--- src/rtl/led_bloom_fade_pixel_macros.svh ---
// led_bloom_fade_pixel_macros.svh: assertion shorthands shared by the bloom/fade pixel RTL.
// Each macro expects i_clk, and all but LBF_ASSERT_RESET also i_rst_n, to exist in the module that uses it.
`ifndef LED_BLOOM_FADE_PIXEL_MACROS_SVH
`define LED_BLOOM_FADE_PIXEL_MACROS_SVH

// Same-cycle implication, ignored while reset is held.
`define LBF_ASSERT_NOW(label, ante, cons, msg) \
    label: assert property (@(posedge i_clk) disable iff (!i_rst_n) (ante) |-> (cons)) \
        else $error(msg);

// Next-cycle implication, ignored while reset is held.
`define LBF_ASSERT_NEXT(label, ante, cons, msg) \
    label: assert property (@(posedge i_clk) disable iff (!i_rst_n) (ante) |=> (cons)) \
        else $error(msg);

// Next-cycle implication that also covers the reset itself.
`define LBF_ASSERT_RESET(label, ante, cons, msg) \
    label: assert property (@(posedge i_clk) (ante) |=> (cons)) \
        else $error(msg);

`endif

--- src/rtl/lbf_pkg.sv ---
// lbf_pkg: widths, reset values, register indexes and stage payload types of the
// LED bloom/fade pixel core. No dependencies; every RTL file of the block imports it.
package lbf_pkg;

    localparam int TIME_W     = 16;
    localparam int PIX_W      = 10;
    localparam int DUR_W      = 16;
    localparam int LEDS_W     = 11;
    localparam int COL_W      = 8;
    localparam int CFG_IDX_W  = 3;
    localparam int CFG_DATA_W = 16;

    // Longest strip the effect is laid out for; longer led_count values are clamped.
    localparam int MAX_LEDS = 1024;

    // Progress u is Q1.16, so 1.0 needs a seventeenth bit.
    localparam int              U_W   = 17;
    localparam logic [U_W-1:0]  U_ONE = U_W'(65536);

    // Centre is Q9.8 pixels, radius and distance are Q10.8; coverage and dim are Q1.8.
    localparam int CEN_W = 17;
    localparam int RAD_W = 18;
    localparam int DIM_W = 9;
    localparam int COV_W = 9;
    localparam int CD_W  = 17;

    // The divider resolves this many quotient bits per pipeline stage.
    localparam int DIV_STEPS  = 4;
    localparam int DIV_STAGES = TIME_W / DIV_STEPS;

    localparam logic [DUR_W-1:0]  DUR_RST   = DUR_W'(5000);
    localparam logic [LEDS_W-1:0] LEDS_RST  = LEDS_W'(60);
    localparam logic [COL_W-1:0]  RED_RST   = COL_W'(8'h00);
    localparam logic [COL_W-1:0]  GREEN_RST = COL_W'(8'h28);
    localparam logic [COL_W-1:0]  BLUE_RST  = COL_W'(8'hff);

    typedef enum logic [CFG_IDX_W-1:0] {
        CFG_DURATION  = 3'd0,
        CFG_LED_COUNT = 3'd1,
        CFG_RED       = 3'd2,
        CFG_GREEN     = 3'd3,
        CFG_BLUE      = 3'd4
    } t_cfg_idx;

    // Divider to shaping stages.
    typedef struct packed {
        logic [U_W-1:0]   u;
        logic [PIX_W-1:0] pix;
        logic             done;
    } t_prog;

    // Shaping to shading stages.
    typedef struct packed {
        logic [RAD_W-1:0] radius;
        logic [DIM_W-1:0] dim;
        logic [PIX_W-1:0] pix;
        logic             done;
    } t_shape;

    // Strip geometry and colour seen by the shading stages.
    typedef struct packed {
        logic [LEDS_W-1:0] leds;
        logic [CEN_W-1:0]  centre;
        logic [COL_W-1:0]  red;
        logic [COL_W-1:0]  green;
        logic [COL_W-1:0]  blue;
    } t_shade_cfg;

    // Finished pixel.
    typedef struct packed {
        logic [COL_W-1:0] red;
        logic [COL_W-1:0] green;
        logic [COL_W-1:0] blue;
        logic             done;
    } t_pixel;

endpackage

--- src/rtl/lbf_shape.sv ---
// lbf_shape: four pipeline stages that turn progress u into the bloom radius and fade dim.
// Depends on lbf_pkg.
module lbf_shape
    import lbf_pkg::*;
(
    input  logic             i_clk,
    input  logic             i_rst_n,
    input  logic             i_valid,
    output logic             o_ready,
    input  t_prog            i_prog,
    input  logic [RAD_W-1:0] i_maxr,
    output logic             o_valid,
    input  logic             i_ready,
    output t_shape           o_shape
);

    localparam int NSTG = 4;

    // Phase edges in Q1.16: 5u < 3.0 is u below ceil(0.6), 25u >= 18.0 is u from ceil(0.72).
    localparam logic [U_W-1:0] U_BLOOM_LIMIT = U_W'((3 * 65536 + 4) / 5);
    localparam logic [U_W-1:0] U_FADE_FROM   = U_W'((18 * 65536 + 24) / 25);

    // floor(5u/3) and floor(25d/7) as reciprocal multiplies; exact over the ranges used.
    localparam int P_MUL   = 873815;
    localparam int P_SHIFT = 19;
    localparam int K_MUL   = 14979675;
    localparam int K_SHIFT = 22;

    localparam int P_W  = 16;
    localparam int D_W  = 15;
    localparam int K_W  = 16;
    localparam int W_W  = 18;
    localparam int S_W  = 17;
    localparam int PP_W = P_W + 20;
    localparam int KP_W = D_W + 24;
    localparam int SP_W = P_W + W_W;
    localparam int RP_W = S_W + RAD_W;

    localparam logic [W_W-1:0]   W_BASE   = W_W'(196608);
    localparam logic [DIM_W-1:0] DIM_FULL = DIM_W'(256);

    logic [NSTG-1:0] r_vld;
    logic [NSTG-1:0] vld_in;
    logic [NSTG:0]   stg_ready;

    logic [PP_W-1:0]  n1_pprod;
    logic [KP_W-1:0]  n1_kprod;
    logic [P_W-1:0]   r1_p;
    logic [K_W-1:0]   r1_k;
    logic             r1_bloom;
    logic             r1_fade;
    logic [PIX_W-1:0] r1_pix;
    logic             r1_done;

    logic [2*P_W-1:0] n2_pp;
    logic [2*K_W-1:0] n2_kk;
    logic [P_W-1:0]   r2_p2;
    logic [W_W-1:0]   r2_w;
    logic [DIM_W-1:0] r2_dim;
    logic             r2_bloom;
    logic [PIX_W-1:0] r2_pix;
    logic             r2_done;

    logic [SP_W-1:0]  n3_sprod;
    logic [S_W-1:0]   r3_s;
    logic [DIM_W-1:0] r3_dim;
    logic             r3_bloom;
    logic [PIX_W-1:0] r3_pix;
    logic             r3_done;

    logic [RP_W-1:0]  n4_rprod;
    logic [RAD_W-1:0] r4_radius;
    logic [DIM_W-1:0] r4_dim;
    logic [PIX_W-1:0] r4_pix;
    logic             r4_done;

    assign vld_in = {r_vld[NSTG-2:0], i_valid};

    always_comb begin
        stg_ready[NSTG] = i_ready;
        for (int k = NSTG - 1; k >= 0; k--) begin
            stg_ready[k] = !r_vld[k] || stg_ready[k + 1];
        end
    end

    always_ff @(posedge i_clk) begin
        if (!i_rst_n) begin
            r_vld <= '0;
        end else begin
            for (int k = 0; k < NSTG; k++) begin
                if (stg_ready[k]) begin
                    r_vld[k] <= vld_in[k];
                end
            end
        end
    end

    // Stage 1: eased position p and fade ramp k. Each is only meaningful in its own
    // phase, so the inputs are left unmasked and the phase flags pick later.
    assign n1_pprod = PP_W'(i_prog.u[P_W-1:0]) * PP_W'(P_MUL);
    assign n1_kprod = KP_W'(D_W'(U_ONE - i_prog.u)) * KP_W'(K_MUL);

    always_ff @(posedge i_clk) begin
        if (stg_ready[0]) begin
            r1_p     <= n1_pprod[P_SHIFT +: P_W];
            r1_k     <= n1_kprod[K_SHIFT +: K_W];
            r1_bloom <= (i_prog.u < U_BLOOM_LIMIT);
            r1_fade  <= (i_prog.u >= U_FADE_FROM);
            r1_pix   <= i_prog.pix;
            r1_done  <= i_prog.done;
        end
    end

    // Stage 2: p squared, the (3 - 2p) factor, and the quadratic dim.
    assign n2_pp = (2*P_W)'(r1_p) * (2*P_W)'(r1_p);
    assign n2_kk = (2*K_W)'(r1_k) * (2*K_W)'(r1_k);

    always_ff @(posedge i_clk) begin
        if (stg_ready[1]) begin
            r2_p2    <= n2_pp[P_W +: P_W];
            r2_w     <= W_BASE - W_W'({r1_p, 1'b0});
            r2_dim   <= r1_fade ? DIM_W'(n2_kk[2*K_W-1 -: 8]) : DIM_FULL;
            r2_bloom <= r1_bloom;
            r2_pix   <= r1_pix;
            r2_done  <= r1_done;
        end
    end

    // Stage 3: smoothstep value s.
    assign n3_sprod = SP_W'(r2_p2) * SP_W'(r2_w);

    always_ff @(posedge i_clk) begin
        if (stg_ready[2]) begin
            r3_s     <= n3_sprod[16 +: S_W];
            r3_dim   <= r2_dim;
            r3_bloom <= r2_bloom;
            r3_pix   <= r2_pix;
            r3_done  <= r2_done;
        end
    end

    // Stage 4: radius, full reach outside the bloom phase.
    assign n4_rprod = RP_W'(r3_s) * RP_W'(i_maxr);

    always_ff @(posedge i_clk) begin
        if (stg_ready[3]) begin
            r4_radius <= r3_bloom ? n4_rprod[16 +: RAD_W] : i_maxr;
            r4_dim    <= r3_dim;
            r4_pix    <= r3_pix;
            r4_done   <= r3_done;
        end
    end

    assign o_ready        = stg_ready[0];
    assign o_valid        = r_vld[NSTG-1];
    assign o_shape.radius = r4_radius;
    assign o_shape.dim    = r4_dim;
    assign o_shape.pix    = r4_pix;
    assign o_shape.done   = r4_done;

endmodule

--- config.mk ---
export PLATFORM = sky130hd
export DESIGN_NAME = lbf_shape
export DESIGN_NICKNAME = d
export VERILOG_FILES = /design/src/rtl/led_bloom_fade_pixel_macros.svh /design/src/rtl/lbf_pkg.sv /design/src/rtl/lbf_shape.sv
export SDC_FILE = /design/constraint.sdc
export NUM_CORES = 2
export LEC_CHECK = 0
export BUFFER_PORTS_ARGS = -buffer_cell sky130_fd_sc_hd__buf_2
export CORE_AREA = 8 8 276 278
export CTS_CLUSTER_SIZE = 24
export DETAILED_ROUTE_END_ITERATION = 10
export DIE_AREA = 0 0 284 286
export GPL_TIMING_DRIVEN = 1
export MAX_ROUTING_LAYER = met4
export PLACE_DENSITY_LB_ADDON = 0.12
export SLEW_MARGIN = 40
export SYNTH_ARGS = -nofsm -noshare
export SYNTH_HDL_FRONTEND = slang
export SYNTH_SLANG_ARGS = --single-unit
--- constraint.sdc ---
create_clock -name i_clk -period 9.34 [get_ports i_clk]
set_input_delay 0.467 -clock i_clk [delete_from_list [all_inputs] [get_ports i_clk]]
set_output_delay 0.467 -clock i_clk [all_outputs]
set_load 0.1 [all_outputs]
Yosys cells after proc, flatten, opt, wreduce, memory -nomap -nowiden
Index checks and enable logic that the tools add are counted.

cells by class
  magnitude comparators = 2
  $mul = 6
  add/sub/neg operators = 2
  muxes and demuxes = 2
  reduce and logical (&&, ||, !) cells = 8

operators by type and width
  cell                    count
  $mul 16x16->32          2
  $mul 15x24->38 const B  1
  $mul 16x20->35 const B  1
  $mul 17x18->34          1
  $mul 16x18->33          1
  $mux 18                 1
  $sub 18x17->18 const A  1
  $ge 17x16->1 const B    1
  $lt 17x16->1 const B    1
  $sub 1x15->15 const A   1
  $mux 9                  1
  $logic_not 1->1         4
  $logic_or 1x1->1        4

storage, ports and cells
  bits in registers = 180
  bits of input ports = 50

Longest topological paths before layout
  depth in word-level cells = 5
  gate-level depth with buffers = 28
  depth with buffers taken out = 28

Worst setup path before layout
Ideal clock, no wire load.

  path type = input to register
  start point = input i_prog[13] (netlist bit)
  end point = register r1_k[7] (data pin)
  library setup time = 260 ps
  setup slack = 2593 ps
  data arrival time = 6487 ps
  data required time = 9080 ps
  stages = 26
  cell sequence = inv_1 -> ha_1 -> nand2b_1 -> nor3_1 -> nand3_1 -> or3_1 -> nor2_1 -> xnor2_1 -> ha_1 -> xor2_1 -> ha_1 -> a21o_1 -> fa_1 -> inv_1 -> fa_1 -> fa_1 -> inv_1 -> ha_1 -> ha_1 -> a22o_1 -> nor4_1 -> a21oi_1 -> a311o_1 -> a21o_1 -> a211oi_1 -> nor2b_1

on the way
  word-level cells in the longest chain between the ends = 2

ends and longest elaborated chain
  element                 RTL line          RTL
  start, declared         lbf_shape.sv:10   input t_prog i_prog,
  $sub 1x15->15           lbf_shape.sv:101  assign n1_kprod = KP_W'(D_W'(U_ONE - i_prog.u)) * KP_W'(K_MUL);
  $mul 15x24->38          lbf_shape.sv:101
  named net n1_kprod[29]  lbf_shape.sv:47   logic [KP_W-1:0] n1_kprod;
  end signal, assigned    lbf_shape.sv:106  r1_k <= n1_kprod[K_SHIFT +: K_W];
  end, declared           lbf_shape.sv:49   logic [K_W-1:0] r1_k;

The timed path passes the listed nets, and every way through them passes these cells.
A chain may end at the register's enable or synchronous reset.

Worst setup path after layout
  start point = input i_prog[11] (netlist bit)
  end point = register r1_k[15] (data pin)

The elaborated chain is that of the path after synthesis.

==> reports/metrics.yaml <==
drt:
  drc: 0
  detailedRoute.firstPassIterationCount: 6
  top_signal_layer_used: "met4"
  drt.antenna.violating_nets: 0
  routedLengthMet1_um: 44100
  met2_wirelength_um: 50900
  wl_per_cell_um: 17.6
  final_wl_um: 103000
  met3_wirelength_um: 5280
  initialDrtViolationCount: 1788
  via_count: 31500
  drt-vias-per-instance: 5.41
critical_path:
  type_of_destination_of_the_critical_path: "flop"
  critical_path.max_fanout: 13
  critPathSlowestCell: "xnor2_1"
  max_stage_delay_ns: 0.58
  timing.critical_path.required_ns: 9.56
  critPathKind: "input port to flop"
  reg2reg_from: "r1_k[8]$_DFFE_PP_"
  critical_path_arrival_ns: 7.69
  r2r_cells: 24
  crit_path_start_kind: "input port"
  reg2reg_setup_slack_ns: 2.15
  r2r-end: "r2_dim[7]$_SDFFCE_PN0P_"
global_routing:
  grt_overflow: 0
  largest_net_degree_at_the_start_of_global_routing: 55
  first_global_vias: 35000
  grt_antenna_before_repair: 2
  grt_pass1_wl_um: 175000
  grtUsageTotal_pct: 27.6
clock_tree:
  tritoncts_num_sinks: 179
  cts_repair_resize_count: 0
  post_cts.repair.setup_buffers: 0
  clkLatencyLatePin_ns: 0.49
  cts.reportedPaths.clkPinSlew_ns: 0.09
  cts_hold_buf: 0
  cts.htree.levels: 4
  clock_tree_from_tritoncts: "yes"
  cts_buffer_depth: 2
  clock_tree.root_cell: "clkbuf_16"
  cts_made_buffers: 17
logic_synthesis:
  synth.cell_area_um2: 47400
  synth_seq_area_share_pct: 11.2
  syn-instance-count: 4865
  synth_area_per_cell_um2: 9.75
  synthFlopType: "edfxtp_1"
  count_of_flip_flops_with_a_built_in_enable_after_synthesis: 175
  async_flop_share_pct: 0
  yosysWarningCount: 0
  synth_fp_nets: 6574
  yosysUniqueCellTypes: 68
  ys_ff_latch: 179
floorplanning:
  floorplan.rows: 99
  floorplan.core_area_um2: 72100
  dieWidth_um: 284
  boundaryPins: 90
  dieArea_um2: 81200
  die_h_um: 286
  initial_utilization_pct: 65.8
sta:
  finalCritPeriodShare_pct: 80.0
  max-slew-margin-rel_pct: 42.5
  fmax_mhz: 134
  skew_ns: 0.0215
  final-hold-violation-count: 0
  grt_setup_unrepaired: "no"
  final-max-slew-violation-count: 0
  crit_path_time_final_ns: 7.47
  slew_at_the_pin_closest_to_its_max_slew_limit_ns: 0.862
  report.final.setup_viol: 0
  accumulated_negative_setup_slack_ns: 0
worst_hold_path:
  hold_end: "r1_pix[4]$_DFFE_PP_"
  hold_start: "i_prog[5]"
  hold_path_depth: 1
  hp_class: "input port to flop"
layout:
  area.growth.synth_to_final_pct: 4.22
  final_nets: 6565
  share_of_layout_cells_above_drive_strength_1_pct: 3.80
placement:
  routabilityCongestion: 0.907
  hpwlAfterDp_um: 84200
  port_buffers: 89
run:
  cap_violations: 0
outcome:
  outcome: "finished clean"
flip-flops by register name (all words and copies together) (netlist names), 16 cells and up:
name	cells
r4_radius	18
r2_w	17
r3_s	17
r1_k	16
r1_p	16
r2_p2	16
placed cells by master (no fill, tap or decap), drive strengths merged, types with 9 or more instances in the layout:
cell    netlist  layout
a211oi       17      17
a21o         48      48
a21oi        86      86
and2        282     282
and3         16      16
buf           2     115
clkbuf      141      17
clkinv        4      11
edfxtp      175     175
fa          968     968
ha          691     691
inv        1361    1368
mux2         12      12
nand2       558     558
nand2b       19      19
nand3        20      20
nand4        13      13
nor2         84      84
nor2b        21      21
nor3         28      28
o21a         19      19
o21ai        44      44
o31ai         9       9
or2           9       9
xnor2       100     100
xor2         42      42
layout make-up:
cell class | instances | area (µm²)
flip-flops and latches | 179 | 5340
clock buffers | 17 | 425
multi-input cells | 3178 | 36500
repair buffers | 115 | 693
inverters | 1365 | 5130
diodes | 2 | 5.00
fillers | 5773 | 22700
well taps | 959 | 1200
clock inverters | 15 | 195
routing by layer:
layer	global-route usage (%)	vias to the layer above
met5	-	-
met4	7.51	0
met3	3.18	163
met2	46.7	782
met1	35.5	16000
li1	-	14600
kinds of logic after synthesis:
family / share of synthesized area, %
xor gates and xnor gates: 2.62
muxes: 0.306
buffers and inverters: 11.9
AOI/OAI and AO/OA: 4.12
adders and majority gates: 59.1
DFF: 11.2
and+or+nand+nor: 10.7
through the flow:
step	instance area [µm²]	instances	setup WS, ns	utilization (%)	hold WS [ns]
after global placement	48700	5785	1.47	67.5	0.402
after CTS	49300	5821	1.84	68.4	0.112
after detailed placement	48700	5789	1.32	67.6	0.405
after global routing	49400	5829	1.34	68.6	0.124
final	49400	5830	1.87	68.6	0.147
after floorplan	47400	4865	2.59	-	0.400
worst max-delay path by stage:
| stage | from | to | slack [ns] |
|---|---|---|---|
| 2_1_floorplan | i_prog[13] | r1_k[7]$_DFFE_PP_ | 2.59 |
| 3_3_place_gp | i_prog[11] | r1_k[7]$_DFFE_PP_ | 1.47 |
| 3_5_place_dp | i_prog[11] | r1_k[15]$_DFFE_PP_ | 1.32 |
| 4_1_cts | i_prog[11] | r1_k[15]$_DFFE_PP_ | 1.84 |
| 5_1_grt | i_prog[11] | r1_k[15]$_DFFE_PP_ | 1.34 |
| 6_report | i_prog[11] | r1_k[15]$_DFFE_PP_ | 1.87 |
worst max-delay path, delay by kind of cell:
kind | cells | cell delay (ns)
buf+inv | 4 | 0.77
fa+ha+maj | 8 | 3.35
simple gates | 5 | 0.87
xor+xnor | 2 | 0.73
compound gates | 6 | 1.48
synth_stat cells (20+ instances only):
master	number	share of area, %
fa_1	968	41
xor2_1	42	0.78
edfxtp_1	175	11
ha_1	691	18
a21o_1	48	0.76
nor2_1	84	0.66
and2_1	281	3.7
nand2_1	558	4.4
a21oi_1	85	0.90
o21ai_0	43	0.45
nand3_1	20	0.21
clkbuf_1	141	1.1
nor2b_1	21	0.28
inv_1	1361	11
nor3_1	28	0.30
xnor2_1	100	1.8
Power is not shown: default switching activity piles up to over one toggle a cycle in this logic, so the estimate is an artifact.
