===== src/rtl/led_bloom_fade_pixel_macros.svh =====
// led_bloom_fade_pixel_macros.svh: assertion shorthands shared by the bloom/fade pixel RTL.
// Each macro expects i_clk, and all but LBF_ASSERT_RESET also i_rst_n, to exist in the module that uses it.
`ifndef LED_BLOOM_FADE_PIXEL_MACROS_SVH
`define LED_BLOOM_FADE_PIXEL_MACROS_SVH

// Same-cycle implication, ignored while reset is held.
`define LBF_ASSERT_NOW(label, ante, cons, msg) \
    label: assert property (@(posedge i_clk) disable iff (!i_rst_n) (ante) |-> (cons)) \
        else $error(msg);

// Next-cycle implication, ignored while reset is held.
`define LBF_ASSERT_NEXT(label, ante, cons, msg) \
    label: assert property (@(posedge i_clk) disable iff (!i_rst_n) (ante) |=> (cons)) \
        else $error(msg);

// Next-cycle implication that also covers the reset itself.
`define LBF_ASSERT_RESET(label, ante, cons, msg) \
    label: assert property (@(posedge i_clk) (ante) |=> (cons)) \
        else $error(msg);

`endif


===== src/rtl/lbf_pkg.sv =====
// lbf_pkg: widths, reset values, register indexes and stage payload types of the
// LED bloom/fade pixel core. No dependencies; every RTL file of the block imports it.
package lbf_pkg;

    localparam int TIME_W     = 16;
    localparam int PIX_W      = 10;
    localparam int DUR_W      = 16;
    localparam int LEDS_W     = 11;
    localparam int COL_W      = 8;
    localparam int CFG_IDX_W  = 3;
    localparam int CFG_DATA_W = 16;

    // Longest strip the effect is laid out for; longer led_count values are clamped.
    localparam int MAX_LEDS = 1024;

    // Progress u is Q1.16, so 1.0 needs a seventeenth bit.
    localparam int              U_W   = 17;
    localparam logic [U_W-1:0]  U_ONE = U_W'(65536);

    // Centre is Q9.8 pixels, radius and distance are Q10.8; coverage and dim are Q1.8.
    localparam int CEN_W = 17;
    localparam int RAD_W = 18;
    localparam int DIM_W = 9;
    localparam int COV_W = 9;
    localparam int CD_W  = 17;

    // The divider resolves this many quotient bits per pipeline stage.
    localparam int DIV_STEPS  = 4;
    localparam int DIV_STAGES = TIME_W / DIV_STEPS;

    localparam logic [DUR_W-1:0]  DUR_RST   = DUR_W'(5000);
    localparam logic [LEDS_W-1:0] LEDS_RST  = LEDS_W'(60);
    localparam logic [COL_W-1:0]  RED_RST   = COL_W'(8'h00);
    localparam logic [COL_W-1:0]  GREEN_RST = COL_W'(8'h28);
    localparam logic [COL_W-1:0]  BLUE_RST  = COL_W'(8'hff);

    typedef enum logic [CFG_IDX_W-1:0] {
        CFG_DURATION  = 3'd0,
        CFG_LED_COUNT = 3'd1,
        CFG_RED       = 3'd2,
        CFG_GREEN     = 3'd3,
        CFG_BLUE      = 3'd4
    } t_cfg_idx;

    // Divider to shaping stages.
    typedef struct packed {
        logic [U_W-1:0]   u;
        logic [PIX_W-1:0] pix;
        logic             done;
    } t_prog;

    // Shaping to shading stages.
    typedef struct packed {
        logic [RAD_W-1:0] radius;
        logic [DIM_W-1:0] dim;
        logic [PIX_W-1:0] pix;
        logic             done;
    } t_shape;

    // Strip geometry and colour seen by the shading stages.
    typedef struct packed {
        logic [LEDS_W-1:0] leds;
        logic [CEN_W-1:0]  centre;
        logic [COL_W-1:0]  red;
        logic [COL_W-1:0]  green;
        logic [COL_W-1:0]  blue;
    } t_shade_cfg;

    // Finished pixel.
    typedef struct packed {
        logic [COL_W-1:0] red;
        logic [COL_W-1:0] green;
        logic [COL_W-1:0] blue;
        logic             done;
    } t_pixel;

endpackage


===== src/rtl/lbf_div.sv =====
// lbf_div: pipelined restoring divider that turns time_ms into the Q1.16 progress u.
// Depends on lbf_pkg and led_bloom_fade_pixel_macros.svh.
`include "led_bloom_fade_pixel_macros.svh"

module lbf_div
    import lbf_pkg::*;
(
    input  logic              i_clk,
    input  logic              i_rst_n,
    input  logic              i_valid,
    output logic              o_ready,
    input  logic [TIME_W-1:0] i_time_ms,
    input  logic [PIX_W-1:0]  i_pixel_index,
    input  logic [DUR_W-1:0]  i_duration,
    output logic              o_valid,
    input  logic              i_ready,
    output t_prog             o_prog
);

    logic [DIV_STAGES-1:0] r_vld;
    logic [DIV_STAGES:0]   stg_ready;
    logic [DIV_STAGES-1:0] vld_in;

    logic [DUR_W:0]       r_rem  [DIV_STAGES];
    logic [TIME_W-1:0]    r_quo  [DIV_STAGES];
    logic [PIX_W-1:0]     r_pix  [DIV_STAGES];
    logic [DIV_STAGES-1:0] r_done;

    logic [DUR_W:0]        rem_in [DIV_STAGES];
    logic [TIME_W-1:0]     quo_in [DIV_STAGES];
    logic [PIX_W-1:0]      pix_in [DIV_STAGES];
    logic [DIV_STAGES-1:0] done_in;
    logic [DUR_W:0]        n_rem  [DIV_STAGES];
    logic [TIME_W-1:0]     n_quo  [DIV_STAGES];

    logic          first_done;
    logic [DUR_W:0] dur_ext;

    // Once time reaches the duration the quotient saturates at 1.0, so the
    // remainder starts at zero and every quotient bit comes out clear.
    assign first_done = (i_time_ms >= i_duration);
    assign dur_ext    = {1'b0, i_duration};

    always_comb begin
        rem_in[0]  = first_done ? '0 : {1'b0, i_time_ms};
        quo_in[0]  = '0;
        pix_in[0]  = i_pixel_index;
        done_in[0] = first_done;
        vld_in[0]  = i_valid;
        for (int k = 1; k < DIV_STAGES; k++) begin
            rem_in[k]  = r_rem[k - 1];
            quo_in[k]  = r_quo[k - 1];
            pix_in[k]  = r_pix[k - 1];
            done_in[k] = r_done[k - 1];
            vld_in[k]  = r_vld[k - 1];
        end
    end

    // The remainder stays below the divisor, so doubling it fits in 17 bits.
    always_comb begin
        for (int k = 0; k < DIV_STAGES; k++) begin
            n_rem[k] = rem_in[k];
            n_quo[k] = quo_in[k];
            for (int j = 0; j < DIV_STEPS; j++) begin
                n_rem[k] = {n_rem[k][DUR_W-1:0], 1'b0};
                n_quo[k] = {n_quo[k][TIME_W-2:0], 1'b0};
                if (n_rem[k] >= dur_ext) begin
                    n_rem[k]    = n_rem[k] - dur_ext;
                    n_quo[k][0] = 1'b1;
                end
            end
        end
    end

    always_comb begin
        stg_ready[DIV_STAGES] = i_ready;
        for (int k = DIV_STAGES - 1; k >= 0; k--) begin
            stg_ready[k] = !r_vld[k] || stg_ready[k + 1];
        end
    end

    always_ff @(posedge i_clk) begin
        if (!i_rst_n) begin
            r_vld <= '0;
        end else begin
            for (int k = 0; k < DIV_STAGES; k++) begin
                if (stg_ready[k]) begin
                    r_vld[k] <= vld_in[k];
                end
            end
        end
    end

    always_ff @(posedge i_clk) begin
        for (int k = 0; k < DIV_STAGES; k++) begin
            if (stg_ready[k]) begin
                r_rem[k]  <= n_rem[k];
                r_quo[k]  <= n_quo[k];
                r_pix[k]  <= pix_in[k];
                r_done[k] <= done_in[k];
            end
        end
    end

    assign o_ready      = stg_ready[0];
    assign o_valid      = r_vld[DIV_STAGES-1];
    assign o_prog.u     = r_done[DIV_STAGES-1] ? U_ONE : {1'b0, r_quo[DIV_STAGES-1]};
    assign o_prog.pix   = r_pix[DIV_STAGES-1];
    assign o_prog.done  = r_done[DIV_STAGES-1];

    `LBF_ASSERT_NOW(a_div_sat_zero, r_vld[DIV_STAGES-1] && r_done[DIV_STAGES-1],
        r_quo[DIV_STAGES-1] == '0, "saturated item left quotient bits set")
    `LBF_ASSERT_NOW(a_div_full_stall, !o_ready, &r_vld,
        "divider refused a beat while one of its stages was empty")
    `LBF_ASSERT_NEXT(a_div_keep, o_valid && !i_ready, o_valid,
        "divider dropped a stalled item")

endmodule


===== config.mk =====
export PLATFORM = sky130hd
export DESIGN_NAME = lbf_div
export DESIGN_NICKNAME = d
export VERILOG_FILES = /design/src/rtl/lbf_pkg.sv /design/src/rtl/lbf_div.sv
export VERILOG_INCLUDE_DIRS = /design/src /design/src/rtl
export SDC_FILE = /design/constraint.sdc
export NUM_CORES = 1
export LEC_CHECK = 0
export BUFFER_PORTS_ARGS = -buffer_cell sky130_fd_sc_hd__buf_4
export CAP_MARGIN = 0
export CORE_MARGIN = 2
export CORE_UTILIZATION = 50
export DETAILED_ROUTE_END_ITERATION = 10
export PLACE_DENSITY = 0.67
export SYNTH_ARGS = -nofsm -noshare
export SYNTH_HDL_FRONTEND = slang
export SYNTH_SLANG_ARGS = --single-unit

===== constraint.sdc =====
create_clock -name i_clk -period 42.5 [get_ports i_clk]
set_input_delay 8.5 -clock i_clk [delete_from_list [all_inputs] [get_ports i_clk]]
set_output_delay 8.5 -clock i_clk [all_outputs]
set_load 0.01 [all_outputs]

Word level (Yosys, flattened, before mapping) --
Memories as Yosys holds them, arrays and structs flattened. Cells that the tools add are included.
Operators by class: add/subtract/negate cells 16, magnitude comparators 17, multiplexer cells 42, reductions and logical operators 8
Operators with widths (count):
- 17-bit by 16-bit greater-or-equal comparator with 1-bit output | 16
- 16-bit 2-to-1 mux | 13
- 16-bit subtractor | 12
- 17-bit 2-to-1 mux | 5
- 17-bit by 16-bit subtractor with 17-bit output | 4
- 1-bit 2-to-1 mux | 24
- 16-bit greater-or-equal comparator | 1
- 1-bit logical NOT | 4
- 1-bit logical OR | 4
Word-level totals: flip-flop bits (word level) 8, bits in writable memories 172, bits of input ports 46, output and inout bits 30, logic and storage cells 94, memories kept 3
Memories:
- r_rem | words 4, bits a word 17, read ports 3, clocked after Yosys merged registers in 0, wr ports 4, line lbf_div.sv:24 | logic [DUR_W:0] r_rem [DIV_STAGES];
- r_quo | words 4, bits a word 16, read ports 4, clocked after Yosys merged registers in 0, wr ports 4, line lbf_div.sv:25 | logic [TIME_W-1:0] r_quo [DIV_STAGES];
- r_pix | words 4, bits a word 10, read ports 4, clocked after Yosys merged registers in 0, wr ports 4, line lbf_div.sv:26 | logic [PIX_W-1:0] r_pix [DIV_STAGES];

Longest topological paths before layout --
Gate-level depths: netlist of the first run.
depth in word-level cells 10, gate-level depth with buffers 52, gate-level depth less buffers 48

Least setup slack after synthesis of the first run --
Ideal clock, no wire load.
path type input -> register, start point input i_duration[1], end point memory r_rem[0][12] in the netlist's numbering, data pin, library setup time 0.260 ns, data arrival time 18.971 ns, required time 42.240 ns, path slack 23.269 ns, stages 49, buffers on the path 5, cells stage by stage buf_2 > inv_1 > ha_1 > o21ai_0 > a21oi_1 > o31ai_1 > clkbuf_1 > and3_1 > ha_1 > o21a_1 > a21oi_2 > a31oi_1 > a211oi_2 > o21ai_1 > a21oi_2 > clkbuf_1 > mux2_2 > ha_1 > [13 not listed] > o21ai_1 > nand4_1 > a21oi_1 > o21ai_0 > a211oi_4 > inv_2 > mux2_2 > ha_1 > a21oi_1 > o21ai_0 > a211oi_1 > o21bai_1 > nor2_1 > o31a_1 > o211ai_1 > mux2i_2 > buf_4 > mux2_2
RTL lines:
- from (decl) | line lbf_div.sv:14 | input logic [DUR_W-1:0] i_duration,
- to (decl) | line lbf_div.sv:24

==> results of run 1 <==
logic make-up after synthesis:
| family | count (synthesis) | synth area share (%) |
|---|---|---|
| flops | 136 | 22.0 |
| compound gates | 638 | 22.9 |
| simple gates | 572 | 15.6 |
| xor+xnor | 176 | 8.40 |
| buf+inv | 120 | 2.69 |
| mux | 168 | 10.2 |
| fa+ha+maj | 264 | 18.2 |
placed cells by master (no fill, tap or decap), types with 11 or more instances in the layout:
| cell | Yosys | layout |
|---|---|---|
| a21oi_1 | 179 | 179 |
| xnor2_1 | 122 | 122 |
| and2_1 | 13 | 13 |
| and3_1 | 25 | 25 |
| mux2_1 | 11 | 11 |
| nand3_1 | 41 | 41 |
| or3_1 | 16 | 16 |
| a31oi_1 | 14 | 14 |
| o211ai_1 | 15 | 15 |
| o31ai_1 | 14 | 14 |
| mux2i_1 | 19 | 19 |
| ha_1 | 260 | 260 |
| mux2_2 | 136 | 136 |
| xor2_1 | 54 | 54 |
| or2_2 | 12 | 12 |
| a21o_1 | 59 | 59 |
| edfxtp_1 | 132 | 132 |
| a211oi_1 | 32 | 31 |
| o21bai_1 | 24 | 24 |
| nand2b_1 | 31 | 31 |
| nand2_1 | 114 | 112 |
| o21ai_0 | 128 | 127 |
| nor3_1 | 53 | 53 |
| nand4_1 | 32 | 32 |
| nor2_1 | 150 | 150 |
| buf_4 | 6 | 106 |
| nor2b_1 | 46 | 46 |
| clkbuf_16 | 0 | 17 |
| inv_1 | 77 | 77 |
| o21a_1 | 57 | 57 |
| nor4_1 | 11 | 11 |
| o31a_1 | 16 | 16 |
worst max-delay path: cells and delay by family:
kind,cells,cell delay (ns)
buffers and inverters,7,1.40
AO/OA/AOI/OAI,24,5.68
multiplexers,5,1.74
adder cells (fa/ha/maj),5,1.73
AND/OR/NAND/NOR,7,1.73
registers in the layout (all words and copies together) (netlist names):
register,cells
r_vld,4
r_quo,40
r_rem,48
r_done,4
r_pix,40
worst paths after layout:
kind / from / endpoint / slack, ns / cells past startpoint
max: i_duration[9] / r_rem[0][12] / 21.87 / 48
min reg2reg: r_quo[2][10] / r_quo[3][14] / 0.41 / 0
min: r_quo[2][10] / r_quo[3][14] / 0.41 / 0
max reg2reg: r_rem[0][0] / r_rem[1][7] / 31.45 / 40
layer usage:
metal  track usage (%)  vias to the layer above  part of all wire (%)
li1                  -                     8080                     -
met1              33.7                     7955                    43
met2              48.0                      504                    48
met3              3.47                      101                   5.2
met4              9.27                        0                   2.9
met5                 0                        -                     0
through the flow:
stage | worst slack [ns] | hold WS, ns | util [%]
4_1_cts | 22.04 | 0.414 | 55.6
2_1_floorplan | 23.27 | 0.400 | -
5_1_grt | 21.20 | 0.416 | 55.6
3_3_place_gp | 21.99 | 0.400 | 53.8
6_report | 21.87 | 0.412 | 55.6
3_5_place_dp | 21.61 | 0.405 | 53.8
final cells by class:
type	instances	area, um^2	area share (%)
clock inverters	15	228	1.13
well taps	468	586	2.90
repair buffers	106	796	3.94
clock buffers	17	425	2.10
inverters	84	315	1.56
multi-input cells	1818	13800	68.4
flip-flops and latches	136	4040	20.0
==> impl_metrics.tcl, run 1 <==
set metrics [dict create \
    outcome "finished, final reports clean" \
    fin_tns_setup_ns 0 \
    fp.dieH_um 196 \
    num_vias 16640 \
    grtUsageTotal_pct 27.0 \
    dpl_cell_area_um2 19600 \
    fin_area_um2 20200 \
    cts.htree.levels 4 \
    avgViaCountPerCell 6.29 \
    grt_pass1_wl_um 82500 \
    synth_top_cell_area_share_pct 21.6 \
    clk_path_buf_depth 2 \
    gp_congestion 0.934 \
    grt_pass1_vias 16019 \
    hpwl_um 40100 \
    synth_ff_type "edfxtp_1" \
    fmax_mhz 48.5 \
    drc 0 \
    slew_violations 0 \
    synthCells 2074 \
    dr.pass1.iters 8 \
    stdcell_count 2644 \
    row_count 70 \
    drv_cap 0 \
    grt_start_max_net_pins 47 \
    finalWirelength_um 52400 \
    synth_cell_type_count 87 \
    synth_common_cells "ha_1, a21oi_1, nor2_1" \
    drive_above_1_share_pct 15.2 \
    cpMaxStageDelayCell "a21oi_2" \
    tightest_slew_ns 1.08 \
    synth_seq_cells 136 \
    crit_fanout 17 \
    gr-total-overflow 0 \
    drt_iter0_drc 1231 \
    cp.required_ns 42.70 \
    worstSetupPathType "primary input to flip-flop" \
    clk_latency_ns 0.45 \
    dp_cells 2612 \
    hold_viol 0 \
    synth_warnings 0 \
    setup_viol 0 \
    clkSinkCount 136 \
    path_clk_slew_ns 0.07 \
    synthToLayoutAreaGrowth_pct 10.2 \
    io_buffers 75 \
    crit_top_cell "ha_1" \
    pin_count 76 \
    synth_edf_count 132 \
    drtAntennaViolNets 0 \
    postCtsSetupBuffers 0 \
    holdBufCountCts 0 \
    synthesis.nets 2384 \
    end_kind "flip-flop" \
    initial_core_util_pct 50.5 \
    core_area_um2 36300 \
    dieArea_um2 38200 \
    netlist_area_um2 18300 \
    cts_root_buf "clkbuf_16" \
    final.period_utilization_pct 48.5 \
    antenna_found_initial 0 \
    cp.arrival_ns 20.83 \
    synth-seq-area-share_pct 22.0 \
    min_period_ns 20.63 \
    relSlewSlack_pct 26.4 \
    synth_top_cell_by_area "edfxtp_1" \
    startpoint_type "primary input" \
    rsz0062_at_grt "false" \
    antenna_cells 0 \
    yosysMostFrequentCell "ha_1" \
    n_fill_cell 3230 \
    min_path_type "flip-flop to flip-flop" \
    final.setup_skew_ns 0.0141 \
    numCtsBuffers 17 \
    die_w_um 196 \
    synthTopCellsByArea "edfxtp_1, ha_1, mux2_2" \
    tritoncts "built" \
    async_flop_share_pct 0 \
    max_stage_delay_ns 0.72 \
    cts_resized 0 \
    avgSynthCellArea_um2 8.85 \
    num-nets-final 2473 \
    wl_per_cell_um 19.8 \
]
Power of run 1 is not shown: default switching activity piles up to over one toggle a cycle in this logic, so the estimate is an artifact.
==> inputs of run 2 (changes only) <==
- ABC_AREA: unset -> 1
- clock period: 42.5 -> 19.75 ns (I/O delays scaled with it)
==> impl_metrics.tcl, run 2 <==
set metrics [dict create \
    outcome "finished, final reports clean" \
    grt_pass1_vias 17033 \
    numCtsBuffers 17 \
    reg2reg_from "r_rem[0][1]" \
    netlist_area_um2 18500 \
    synth_cell_type_count 62 \
    cts.htree.levels 4 \
    grt_pass1_wl_um 87000 \
    pin_count 76 \
    cp.required_ns 20.05 \
    num_vias 18241 \
    async_flop_share_pct 0 \
    crit_top_cell "nand2_1" \
    drc 0 \
    final.setup_skew_ns 0.0166 \
    hold_viol 0 \
    antenna_found_initial 0 \
    regMostFlops "r_rem" \
    yosysMostFrequentCell "nand2_1" \
    startpoint_type "primary input" \
    drv_cap 0 \
    gp_congestion 0.953 \
    dr.pass1.iters 6 \
    clk_path_buf_depth 2 \
    grt_start_max_net_pins 41 \
    min_path_type "flip-flop to flip-flop" \
    hpwl_um 41100 \
    max_stage_delay_ns 0.73 \
    avgSynthCellArea_um2 6.98 \
    crit_fanout 29 \
    end_kind "flip-flop" \
    synthCells 2648 \
    setup_viol 0 \
    wl_per_cell_um 17.0 \
    core_area_um2 36500 \
    tritoncts "built" \
    finalWirelength_um 54400 \
    fin_tns_setup_ns 0 \
    final.period_utilization_pct 75.9 \
    clk_latency_ns 0.44 \
    die_w_um 196 \
    dieArea_um2 38500 \
    rsz0062_at_grt "false" \
    io_buffers 75 \
    row_count 70 \
    timing.critical_path.from "i_duration[15]" \
    synth_seq_cells 136 \
    fmax_mhz 66.7 \
    tightest_slew_ns 1.01 \
    slew_violations 0 \
    initial_core_util_pct 50.6 \
    fp.dieH_um 196 \
    worstSetupPathType "primary input to flip-flop" \
    path_clk_slew_ns 0.07 \
    cp.arrival_ns 15.30 \
    min_period_ns 15.00 \
    cts_resized 0 \
    relSlewSlack_pct 32.7 \
    clkSinkCount 136 \
    synth_top_cell_area_share_pct 21.5 \
    synth_top_cell_by_area "edfxtp_1" \
    antenna_cells 0 \
    drtAntennaViolNets 0 \
    min_from "r_pix[2][3]" \
    drt_iter0_drc 1368 \
    synthTopCellsByArea "edfxtp_1, ha_1, nand2_1" \
    synthesis.nets 2958 \
    synth_common_cells "nand2_1, ha_1, inv_1" \
    grtUsageTotal_pct 28.2 \
    largest_reg_flops 48 \
    final_common_cell "nand2_1" \
    synth_ff_type "edfxtp_1" \
    largestRegisters "r_rem x48, r_pix x40, r_quo x40" \
    synthToLayoutAreaGrowth_pct 9.14 \
    layout_common_cells "nand2_1, ha_1, inv_1, a21oi_1, nand3_1" \
    synth_edf_count 132 \
    drive_above_1_share_pct 6.74 \
    holdBufCountCts 0 \
    gr-total-overflow 0 \
    cpMaxStageDelayCell "a211oi_4" \
    synth_warnings 0 \
    cts_root_buf "clkbuf_16" \
    postCtsSetupBuffers 0 \
    avgViaCountPerCell 5.71 \
    num-nets-final 3025 \
    synth-seq-area-share_pct 21.9 \
]
## run 2: cell types whose count changed after synthesis, sizes merged, moves of 60 or more
| cell | delta |
|---|---|
| mux2 | -148 |
| inv | +174 |
| a21oi | +61 |
| xor2 | +60 |
| nand3 | +142 |
| nand2 | +653 |
## run 2: routing by layer
metal / global-route usage [%] / part of all wire [%] / wire [um]
met2: 47.8 / 46 / 25000
met3: 3.20 / 5.2 / 2830
met5: 0 / 0 / 0
met4: 8.08 / 2.5 / 1340
met1: 37.9 / 46 / 25300
## run 2: cell families (layout without fill, tap and decap cells)
kind of cell             Yosys count  in the layout  share of synthesized area, %
multiplexers                       1              1                        0.0542
flip-flops                       136            136                          21.9
XOR/XNOR                         198            198                          9.39
adder cells (fa/ha/maj)          264            264                          18.0
AND/OR/NAND/NOR                 1212           1212                          27.9
AO/OA/AOI/OAI                    527            527                          15.8
buffers and inverters            310            390                          6.87
## run 2: final timing paths
path | slack [ns] | cells past startpoint | end
min | 0.42 | 0 | r_pix[3][3]
max reg2reg | 10.12 | 46 | r_rem[1][5]
max | 4.75 | 56 | r_rem[0][6]
min reg2reg | 0.42 | 0 | r_pix[3][3]
## run 2: cell type report
| class | count | area (um^2) |
|---|---|---|
| clock buffers | 17 | 425 |
| clock inverters | 15 | 225 |
| fillers | 3519 | 16400 |
| inverters | 258 | 971 |
| multi-input cells | 2202 | 13200 |
| flip-flops and latches | 136 | 4040 |
| well taps | 468 | 586 |
| repair buffers | 100 | 751 |
## run 2: metrics by stage
step,util (%),area [um^2],hold slack (ns),setup WS (ns),std cells
after global routing,55.2,20200,0.423,3.60,3196
final,55.2,20200,0.418,4.75,3196
after detailed placement,53.4,19500,0.405,4.65,3164
after floorplan,-,18500,0.400,7.08,2648
after global placement,53.4,19500,0.401,5.03,3164
after CTS,55.2,20200,0.421,5.05,3196
## run 2: worst max-delay path: cells and delay by family
kind / cells / cell delay, ns
simple gates: 29 / 4.68
compound gates: 16 / 3.89
fa+ha+maj: 5 / 1.63
buf+inv: 6 / 1.08
Power of run 2 is left out for the same reason.
